$ cat src/sv/npcs_pkg.sv
// Package for the nearest palette colour search block: shared types, codes,
// default sizes and the sRGB-to-linear table builder. No dependencies.
package npcs_pkg;

   // Default sizes, handed to the top level as parameter defaults
   localparam int PALETTE_ENTRIES_DEF = 256;
   localparam int PALETTE_COUNT_DEF   = 2;
   localparam int LINEAR_BITS_DEF     = 16;

   // Widest linear component the table builder supports
   localparam int LINEAR_BITS_MAX = 24;

   // One cell per colour component: red, green, blue
   localparam int COMPONENTS = 3;

   // Action codes carried by req_action
   localparam logic ACTION_LOAD  = 1'b0;
   localparam logic ACTION_QUERY = 1'b1;

   // Sequencer states
   typedef enum logic [1:0] {
      ST_IDLE,
      ST_SCAN,
      ST_DRAIN,
      ST_REJECT
   } state_type;

   // Control that travels with each candidate along the cell chain
   typedef struct packed {
      logic valid;
      logic first;
      logic last;
   } flow_type;

   // sRGB byte to linear fraction, widest form; users keep the low bits
   typedef logic [255:0][LINEAR_BITS_MAX-1:0] lin_rom_type;

   // Q62 product with round to nearest: floor((a*b + 2^61) / 2^62)
   function automatic logic [127:0] qmul(input logic [127:0] a, input logic [127:0] b);
      logic [127:0] prod;
      prod = a * b;
      return (prod + (128'd1 << 61)) >> 62;
   endfunction

   // r^5 in Q62, built from rounded products
   function automatic logic [127:0] pow5(input logic [127:0] r);
      logic [127:0] r2;
      r2 = qmul(r, r);
      return qmul(qmul(r2, r2), r);
   endfunction

   // Builds the sRGB-to-linear table at elaboration for a given fraction width
   function automatic lin_rom_type build_lin_rom(input int bits);
      lin_rom_type  rom;
      logic [127:0] lin_max;
      logic [127:0] n;
      logic [127:0] t;
      logic [127:0] s;
      logic [127:0] lo;
      logic [127:0] hi;
      logic [127:0] mid;
      logic [127:0] lin;
      lin_max = (128'd1 << bits) - 128'd1;
      for (int c = 0; c < 256; c++) begin
         if (c <= 10) begin
            // linear segment of the curve
            lin = (128'd100 * 128'(c) * lin_max + 128'd164730) / 128'd329460;
         end else begin
            // power segment: square, then fifth root by bisection
            n  = 128'd1000 * 128'(c) + 128'd14025;
            t  = (n << 62) / 128'd269025;
            s  = qmul(t, t);
            lo = '0;
            hi = 128'd1 << 62;
            for (int k = 0; k < 64; k++) begin
               if (lo < hi) begin
                  mid = lo + ((hi - lo + 128'd1) >> 1);
                  if (pow5(mid) <= s) begin
                     lo = mid;
                  end else begin
                     hi = mid - 128'd1;
                  end
               end
            end
            lin = qmul(qmul(s, lo), lin_max);
         end
         rom[c] = lin[LINEAR_BITS_MAX-1:0];
      end
      return rom;
   endfunction

endpackage

$ cat src/sv/npcs_best.sv
// End of the chain: keeps the least distance of a scan, lowest index on ties,
// and registers the result word. Uses npcs_pkg.
module npcs_best #(
   parameter  int PALETTE_ENTRIES = npcs_pkg::PALETTE_ENTRIES_DEF,
   parameter  int LINEAR_BITS     = npcs_pkg::LINEAR_BITS_DEF,
   localparam int IdxW            = $clog2(PALETTE_ENTRIES),
   localparam int DistW           = 2 * LINEAR_BITS + 2
) (
   input  logic               clock,
   input  logic               reset,
   input  npcs_pkg::flow_type flow_i,
   input  logic [IdxW-1:0]    idx_i,
   input  logic [DistW-1:0]   dist_i,
   output logic               res_valid,
   output logic [7:0]         res_index,
   output logic               res_exact
);

   logic [DistW-1:0] best_dist_ff;
   logic [IdxW-1:0]  best_idx_ff;
   logic             res_valid_ff;
   logic [7:0]       res_index_ff;
   logic             res_exact_ff;

   logic             take;
   logic [DistW-1:0] win_dist;
   logic [IdxW-1:0]  win_idx;

   // strict compare keeps the earlier index on a tie
   always_comb begin
      take     = flow_i.first || (dist_i < best_dist_ff);
      win_dist = take ? dist_i : best_dist_ff;
      win_idx  = take ? idx_i : best_idx_ff;
   end

   // running best
   always_ff @(posedge clock) begin
      if (flow_i.valid) begin
         best_dist_ff <= win_dist;
         best_idx_ff  <= win_idx;
      end
   end

   // result word on the last candidate
   always_ff @(posedge clock) begin
      if (reset) begin
         res_valid_ff <= 1'b0;
      end else begin
         res_valid_ff <= flow_i.valid && flow_i.last;
      end
   end

   always_ff @(posedge clock) begin
      if (flow_i.valid && flow_i.last) begin
         res_index_ff <= 8'(win_idx);
         res_exact_ff <= (win_dist == '0);
      end
   end

   assign res_valid = res_valid_ff;
   assign res_index = res_index_ff;
   assign res_exact = res_exact_ff;

endmodule

$ cat config.mk
export PLATFORM = sky130hd
export DESIGN_NAME = npcs_best
export DESIGN_NICKNAME = d
export VERILOG_FILES = /design/src/sv/npcs_pkg.sv /design/src/sv/npcs_best.sv
export SDC_FILE = /design/constraint.sdc
export NUM_CORES = 1
export LEC_CHECK = 0
export BUFFER_PORTS_ARGS = -buffer_cell sky130_fd_sc_hd__buf_2
export CAP_MARGIN = 20
export CELL_PAD_IN_SITES_DETAIL_PLACEMENT = 0
export CELL_PAD_IN_SITES_GLOBAL_PLACEMENT = 2
export CORE_ASPECT_RATIO = 0.5
export CORE_MARGIN = 5
export CORE_UTILIZATION = 39
export CTS_CLUSTER_DIAMETER = 50
export DETAILED_ROUTE_END_ITERATION = 8
export PLACE_DENSITY = 0.86
export REMOVE_ABC_BUFFERS = 1
export SLEW_MARGIN = 40
export SYNTH_ARGS = -nofsm -noshare
export SYNTH_HDL_FRONTEND = slang
export SYNTH_SLANG_ARGS = --single-unit
$ cat constraint.sdc
create_clock -name clock -period 2.9 [get_ports clock]
set_input_delay 0.145 -clock clock [delete_from_list [all_inputs] [get_ports clock]]
set_output_delay 0.145 -clock clock [all_outputs]
set_load 0.02 [all_outputs]
# After elaboration in Yosys (flattened, before gate mapping)
# Cells that the tools add are included.
[word_totals] regBits=52 in_bits=47 output_inout_bits=10 word_cells=11
[classes] order_cmp=1 n_mux=2 n_reduce_logical=3
[op_table] op="logical NOT 34 bit" n=1
[op_table] op="less-than comparator 34 bit" n=1
[op_table] op="2-to-1 mux 34 bit" n=1
[op_table] op="2-to-1 mux 8 bit" n=1
[op_table] op="logical AND 1 bit" n=1
[op_table] op="logical OR 1 bit" n=1

# Longest topological paths before layout
# Gate-level depths: netlist of run 1.
[logic_depth] depth_word=4 ltp_mapped=10 mapped_depth_nobuf=8

# Least setup slack after synthesis of run 1
# Ideal clock, no wire load.
[synth_timing] kind="reg2reg" start="reg best_dist_ff[13]" end="reg best_idx_ff[1], data pin" setup_ns=0.262 t_arrival_ns=2.272 required_time_ns=2.638 path_slack_ns=0.366 path_stages_with_launch=11 n_path_buf=2 period_less_slack_ns=2.534 cell_sequence="edfxtp_1 -> inv_1 -> ha_1 -> nand4_1 -> or4_4 -> nor3_2 -> o41ai_1 -> a21o_1 -> buf_6 -> buf_12 -> mux2_4"
[synth_via] elab_chain_len=3
[synth_lines] item="start, declared" line_no="npcs_best.sv:19" source="logic [DistW-1:0] best_dist_ff;"
[synth_lines] item="start signal, assigned" line_no="npcs_best.sv:39" source="best_dist_ff <= win_dist;"
[synth_lines] item="less-than comparator 34 bit" line_no="npcs_best.sv:31" source="take = flow_i.first || (dist_i < best_dist_ff);"
[synth_lines] item="logical OR 1 bit" line_no="npcs_best.sv:31"
[synth_lines] item="2-to-1 mux 8 bit" line_no="npcs_best.sv:33" source="win_idx = take ? idx_i : best_idx_ff;"
[synth_lines] item="net win_idx[1]" line_no="npcs_best.sv:27" source="logic [IdxW-1:0] win_idx;"
[synth_lines] item="end signal, assigned" line_no="npcs_best.sv:40" source="best_idx_ff <= win_idx;"
[synth_lines] item="end, declared" line_no="npcs_best.sv:20" source="logic [IdxW-1:0] best_idx_ff;"
# The timed path passes the listed nets, and every way through them passes these cells.
# A chain may end at the register's enable or synchronous reset.

# Worst setup path after layout of run 1
[layout_timing] start="reg best_dist_ff[16]" end="reg res_index_ff[6] (netlist: res_index[6]), data pin"
[layout_via] elab_chain_len=3
[layout_lines] item="less-than comparator 34 bit" line_no="npcs_best.sv:31"
[layout_lines] item="logical OR 1 bit" line_no="npcs_best.sv:31"
[layout_lines] item="2-to-1 mux 8 bit" line_no="npcs_best.sv:33"
[layout_lines] item="net win_idx[6]" line_no="npcs_best.sv:27"
[layout_lines] item="end signal, assigned" line_no="npcs_best.sv:55" source="res_index_ff <= 8'(win_idx);"
[layout_lines] item="end, declared" line_no="npcs_best.sv:22" source="logic [7:0] res_index_ff;"
# The timed path passes the listed nets, and every way through them passes these cells.

==> results.cfg, run 1 <==
[outcome]
run_status = complete, no violations

[critical_path]
max_stage_delay_on_crit_path_ns = 0.58
worst-endpoint-required_ns = 2.95
worst-path-buf-inv = 2
worst-endpoint-arrival_ns = 2.84
startpoint_type = register
worst_path_dominant_cell_family = simple AND/OR/NAND/NOR gates
crit_fanout = 7
endpoint_kind = register
cp_cell_sequence = inv_1 > ha_4 > nand4_1 > or4_4 > a21oi_2 > o41ai_2 > a21o_4 > clkbuf_16 > mux2_4
criticalPathCategory = reg -> reg
crit_path_top_delay_cell = or4_4

[power_and_ir_drop]
leakage_nw = 1.83
cell_int_power_mw = 1.46
swShare_pct = 26.3
irDropWorstVdd_mv = 0.289
ratio_of_total_power_to_cell_area_mw_per_mm2 = 503
total_switching_power_uw = 523
post-layout-total-power_mw = 1.98
clkPwrFrac_pct = 30.8
pwr-share-comb_pct = 21.7
pwr-share-seq_pct = 47.4

[floorplanning]
floorplan.initialDensity_pct = 40.4
die_height_um = 74.7
core_sq_mm = 0.00809
die_width_um = 139
fp-row-count = 23
die_area_sq_mm = 0.0104
top_level_ports = 57

[logic_synthesis]
ys_top_cells_by_area = edfxtp_1, mux2_4, ha_1
ys_types = 26
ys.warnings.count = 0
postSynthAreaPerCell_sq_um = 13.5
postSynthCellCount = 241
seq_area_frac_synth_pct = 47.5
cell_type_with_the_highest_aggregate_area_in_the_netlist = edfxtp_1
post-synth-top-area-fraction_pct = 46.9
synth-seq-cells = 52
post_synth_instance_area_sq_mm = 0.00326

[clock_tree]
tritoncts_clock_tree = yes
clock_tree.root_cell = clkbuf_16
clock_insertion_delay_worst_skew_ns = 0.29
cts-root-to-sink-buffers = 2
clk_pin_slew_ns = 0.07
clock_sinks = 52
cts.htree.levels = 2
cts-buffers-inserted = 5

[sta]
maxClockFrequency_mhz = 358
fin_hold_ws_ns = 0.163
final_hold_viol_count = 0
report.final.setup_viol = 0
worst_clock_skew_ns = 0.00789
grt_setup_unrepaired = true
finalCriticalPeriod_ns = 2.79
final_max_slew_viol_count = 0
period_share_pct = 96.3
setup_ws_ns = 0.108
max_slew_margin_pct = 60.5
timing_worst_slew_pin_value_ns = 0.593

[placement]
finalWeightedCongestion = 0.813
dp_slack_ns = -0.0324
io_buffer_count = 56
hpwl_um = 5400

[cells_and_area]
num-fill-cells = 720
synthToLayoutAreaGrowth_pct = 20.8
mostFrequentLayoutCells = buf_2, edfxtp_1, mux2_4, inv_1, ha_1
fin_nets = 389
multi_input_comb_area_sq_mm = 0.00153
layout.core_utilization_pct = 48.8
mostFrequentLayoutCell = buf_2
drive_above_1_share_pct = 39.4
antenna_cells = 0
ff_latch_area_sq_mm = 0.00155

[grt]
grt_start_max_net_pins = 43
grt_pass1_wl_um = 11600
antenna_violations_before_repair = 0
grt_usage_pct = 14.2
overflow = 0
grt_pass1_vias = 2264

[routing]
detailed_route_wl_um = 7690
dr.first_iter.drc_count = 132
post-route-drc-count = 0
avgRoutedWirePerCell_um = 18.2
route.antenna.remaining_nets = 0
routed-via-count = 2186
vias_per_cell = 5.18
firstDrtPassIters = 4

[run]
max_cap_viol_count = 0

[min_path]
worst_hold_path_type = in -> reg
[final timing paths]
path | startpoint | end | slack [ns] | cells past startpoint
setup reg to reg | best_dist_ff[16] | res_index[6] | 0.11 | 9
hold reg to reg | best_idx_ff[2] | best_idx_ff[2] | 0.57 | 1
setup / recovery | best_dist_ff[16] | res_index[6] | 0.11 | 9
hold / removal | idx_i[4] | res_index[4] | 0.16 | 2
[flip-flops by register name (all words and copies together) (netlist names)]
name,count
best_dist_ff,34
res_index,8
best_idx_ff,8
res_valid,1
res_exact,1
[per-layer routing]
metal | part of all wire [%] | vias up | track usage, %
met3 | 5.4 | 8 | 4.44
met4 | 1.4 | 0 | 3.90
met1 | 49 | 1069 | 18.3
met2 | 44 | 50 | 23.6
met5 | 0 | - | 0
li1 | - | 1059 | -
[cells in the mapped netlist]
master     n
nor2b_1    1
edfxtp_1  51
o21ai_0    3
nor4_1    17
mux2_4    40
a21oi_1   15
buf_12     4
dfxtp_1    1
nand3_1    5
mux2_2     3
a21o_1     4
ha_1      33
nand2b_1   1
or4_1      1
and4_1     2
or4_4      1
inv_1     34
nand4_1   10
a211oi_1   1
nor2_1     2
buf_6      1
and2_1     1
a221o_1    2
nand2_1    6
o41ai_1    1
nor3_2     1
[metrics by stage]
stage                     area [sq um]  TNS (ns)  instances
after floorplan                   3170    -34.78        236
after global placement            3640  -0.00877        407
after detailed placement          3640    -0.116        407
after CTS                         3810         0        416
after global routing              3940    -0.825        422
final                             3940         0        422
[kinds of logic (layout without fill, tap and decap cells)]
group | count (synthesis) | after routing | synth area share (%)
DFF | 52 | 52 | 47.5
and+or+nand+nor | 48 | 48 | 8.86
muxes | 43 | 43 | 19.4
buffers and inverters | 39 | 108 | 6.71
adders and majority gates | 33 | 33 | 12.7
AOI/OAI and AO/OA | 26 | 26 | 4.79
[power groups by stage]
stage | clock [mW] | sequential (mW) | combinational, mW
floorplan | 0 | 0.953 | 0.257
global placement | 0 | 0.954 | 0.374
global route | 0.663 | 0.948 | 0.472
finish | 0.612 | 0.940 | 0.431
detailed placement | 0 | 0.956 | 0.385
CTS | 0.636 | 0.941 | 0.390
[cell type report]
class	count	area share [%]
Clock inverter	3	0.635
Tap cell	112	3.55
Sequential cell	52	39.4
Timing Repair Buffer	66	11.2
Clock buffer	5	3.17
Multi-Input combinational cell	150	38.8
Inverter	34	3.24
[timing repair]
action	in CTS	in global routing
gates cloned	0	5
hold buffers	1	0
gates resized for setup	1	4
buffers inserted	0	1
endpoints found under the setup margin	29	25
hold endpoints to repair	1	0
pin swaps	0	5
(Power assumes the default switching activity.)
==> run 2: changes to the inputs <==
ABC_AREA = 1   (was not set)
CORE_UTILIZATION = 34   (was 39)
PLACE_DENSITY = 0.85   (was 0.86)
==> run 2 against run 1 <==
Critical path depth grew 8; largest power group unchanged; die area is 13% higher; global-route usage down 1.8 points; clock power grew 3%; via count increased by 12%; setup slack improved by 0.23 ns; area after synthesis decreased by 0.46%; core utilization down 7.5 points; combinational power decreased by 0.9%; sequential share of layout area rose by 0.76 points; wire length shrank 8.7%; final area decreased by 1.9%.
==> results.cfg, run 2 <==
[outcome]
run_status = complete, no violations

[clock_tree]
cts-root-to-sink-buffers = 2
cts-buffers-inserted = 5
clock_tree.root_cell = clkbuf_16
clock_sinks = 52
clock_insertion_delay_worst_skew_ns = 0.30
cts.htree.levels = 2
clk_pin_slew_ns = 0.08
post-cts-setup-buffer-count = 0
tritoncts_clock_tree = yes

[cells_and_area]
drive_above_1_share_pct = 19.7
mostFrequentLayoutCells = nand2_1, inv_1, buf_2, edfxtp_1, ha_1
flip_flop_count_of_the_largest_register_after_layout = 34
largest-register = best_dist_ff
mostFrequentLayoutCell = nand2_1
fin_nets = 516
synthToLayoutAreaGrowth_pct = 19.1
antenna_cells = 0

[critical_path]
crit_fanout = 14
ff2ff_setup_slack_ns = 0.33
startpoint_type = register
worst-path-buf-inv = 2
crit_path_top_delay_cell = edfxtp_1
critPathMostFrequentCell = nor2_1
worst_path_dominant_cell_family = simple AND/OR/NAND/NOR gates
max_stage_delay_on_crit_path_ns = 0.36
worst-endpoint-required_ns = 3.06
criticalPathCategory = reg -> reg
regToRegStartpoint = best_dist_ff[32]
timing.reg2reg.worst_path_depth = 17
cp_cell_sequence = inv_1 > ha_1 > nand2_1 > nor2_1 > nand2_1 > nor2_1 > nand3_1 > nand2_1 > nor2_1 > nand2_4 > nand2_8 > buf_6 > o21ai_1 > nand2_1 > nor2_1 > nand3_1 > nor2_1
worst-endpoint-arrival_ns = 2.73
endpoint_kind = register
worst_r2r_endpoint = res_exact

[routing]
post-route-drc-count = 0
routed-via-count = 2439
avgRoutedWirePerCell_um = 12.6
dr.first_iter.drc_count = 105
firstDrtPassIters = 4
detailed_route_wl_um = 7030
route.antenna.remaining_nets = 0
vias_per_cell = 4.37

[logic_synthesis]
synth_async_sr_flop_share_pct = 0
synth_enable_flop_cells = 51
postSynthCellCount = 373
ys.warnings.count = 0
post_synth_instance_area_sq_mm = 0.00325
seq_area_frac_synth_pct = 47.8
ys_top_cells_by_area = edfxtp_1, ha_1, nand2_1
ys_types = 20
yosysMostFrequentCell = nand2_1
synth_top_cells_by_count = nand2_1, inv_1, edfxtp_1
ys_dominant_reg_cell = edfxtp_1
cell_type_with_the_highest_aggregate_area_in_the_netlist = edfxtp_1
post-synth-top-area-fraction_pct = 47.1
postSynthAreaPerCell_sq_um = 8.71
synth-seq-cells = 52

[sta]
grt_setup_unrepaired = false
period_share_pct = 88.5
fin_hold_ws_ns = 0.0741
setup_ws_ns = 0.333
final_hold_viol_count = 0
report.final.setup_viol = 0
timing_worst_slew_pin_value_ns = 0.456
worst_clock_skew_ns = 0.00587
maxClockFrequency_mhz = 390
final_max_slew_viol_count = 0
totalNegativeSetupSlack_ns = 0
max_slew_margin_pct = 69.6
finalCriticalPeriod_ns = 2.57

[grt]
grt_start_max_net_pins = 27
overflow = 0
grt_usage_pct = 12.3
antenna_violations_before_repair = 0
grt_pass1_vias = 2411
grt_pass1_wl_um = 11500

[min_path]
worstHoldPathCells = 3
whs_endpoint = res_valid
worst_hold_path_type = in -> reg
holdCritStartpoint = flow_i[0]

[power_and_ir_drop]
leakage_nw = 1.97
ratio_of_total_power_to_cell_area_mw_per_mm2 = 515
irDropWorstVdd_mv = 0.252

[floorplanning]
fp-row-count = 25
die_area_sq_mm = 0.0117
die_width_um = 148
top_level_ports = 57
core_sq_mm = 0.00938
die_height_um = 79.1
floorplan.initialDensity_pct = 34.6

[placement]
io_buffer_count = 56
dp_slack_ns = 0.140
hpwl_um = 5320
finalWeightedCongestion = 0.731

[run]
max_cap_viol_count = 0
-- run 2: changes by cell type in the layout (fill, tap and decap cells not counted), moves of 17 or more --
cell     before  now
nand2_1       6  106
inv_1        34   74
mux2_4       40    0
nor2_1        2   32
nand3_1       5   23
nor4_1       17    0
-- run 2: per-stage QoR --
stage / instance area [sq um] / std cells / util (%) / total power [mW]
after floorplan: 3190 / 365 / - / 1.22
after global placement: 3680 / 548 / 39.2 / 1.37
after detailed placement: 3680 / 548 / 39.2 / 1.38
after CTS: 3840 / 557 / 41.0 / 2.02
after global routing: 3870 / 558 / 41.2 / 2.13
final: 3870 / 558 / 41.2 / 1.99
-- run 2: power breakdown --
group | internal [mW] | switching [mW] | total (mW)
clock network | 0.333 | 0.296 | 0.629
logic | 0.166 | 0.261 | 0.427
registers | 0.910 | 0.0263 | 0.937
-- run 2: layout make-up --
type / count / area, sq um
Clock buffer: 5 / 125
Clock inverter: 3 / 28.8
Fill cell: 994 / 5520
Inverter: 75 / 282
Multi-Input combinational cell: 239 / 1380
Sequential cell: 52 / 1550
Tap cell: 121 / 151
Timing Repair Buffer: 63 / 352
-- run 2: cells by family (layout without fill, tap and decap cells) --
kind of cell | Yosys count | count (layout) | share of synthesized area [%]
mux | 8 | 8 | 2.77
buf+inv | 83 | 146 | 10.4
compound gates | 34 | 34 | 6.12
fa+ha+maj | 33 | 33 | 12.7
flops | 52 | 52 | 47.8
simple gates | 163 | 164 | 20.2
-- run 2: worst max path at each step --
| stage | end | depth (start not counted) | slack [ns] | from |
|---|---|---|---|---|
| global placement | res_exact | 16 | 0.16 | best_dist_ff[33] |
| detailed placement | res_exact | 16 | 0.14 | best_dist_ff[33] |
| CTS | res_exact | 16 | 0.11 | best_dist_ff[33] |
| floorplan | res_exact | 16 | 0.54 | best_dist_ff[33] |
| finish | res_exact | 17 | 0.33 | best_dist_ff[32] |
| global route | res_exact | 16 | 0.004 | best_dist_ff[33] |
-- run 2: per-layer routing --
metal	vias up	GRT usage, %	part of all wire (%)
met5	-	0	0
met4	0	3.87	1.2
met3	8	2.51	3.8
met2	35	20.4	44
met1	1077	16.4	51
li1	1319	-	-
-- run 2: worst register-to-register path, delay by kind of cell, from the launching register on --
family | cells | cell delay (ns)
AOI/OAI and AO/OA | 1 | 0.17
adders and majority gates | 1 | 0.27
buffers and inverters | 2 | 0.23
DFF | 1 | 0.36
and+or+nand+nor | 13 | 1.39
-- run 2: what timing repair did --
action | 4_1_cts | 5_1_grt
hold endpoints to repair | 1 | 0
resized for setup | 0 | 3
endpoints found under the setup margin | 0 | 1
hold buffers | 1 | 0
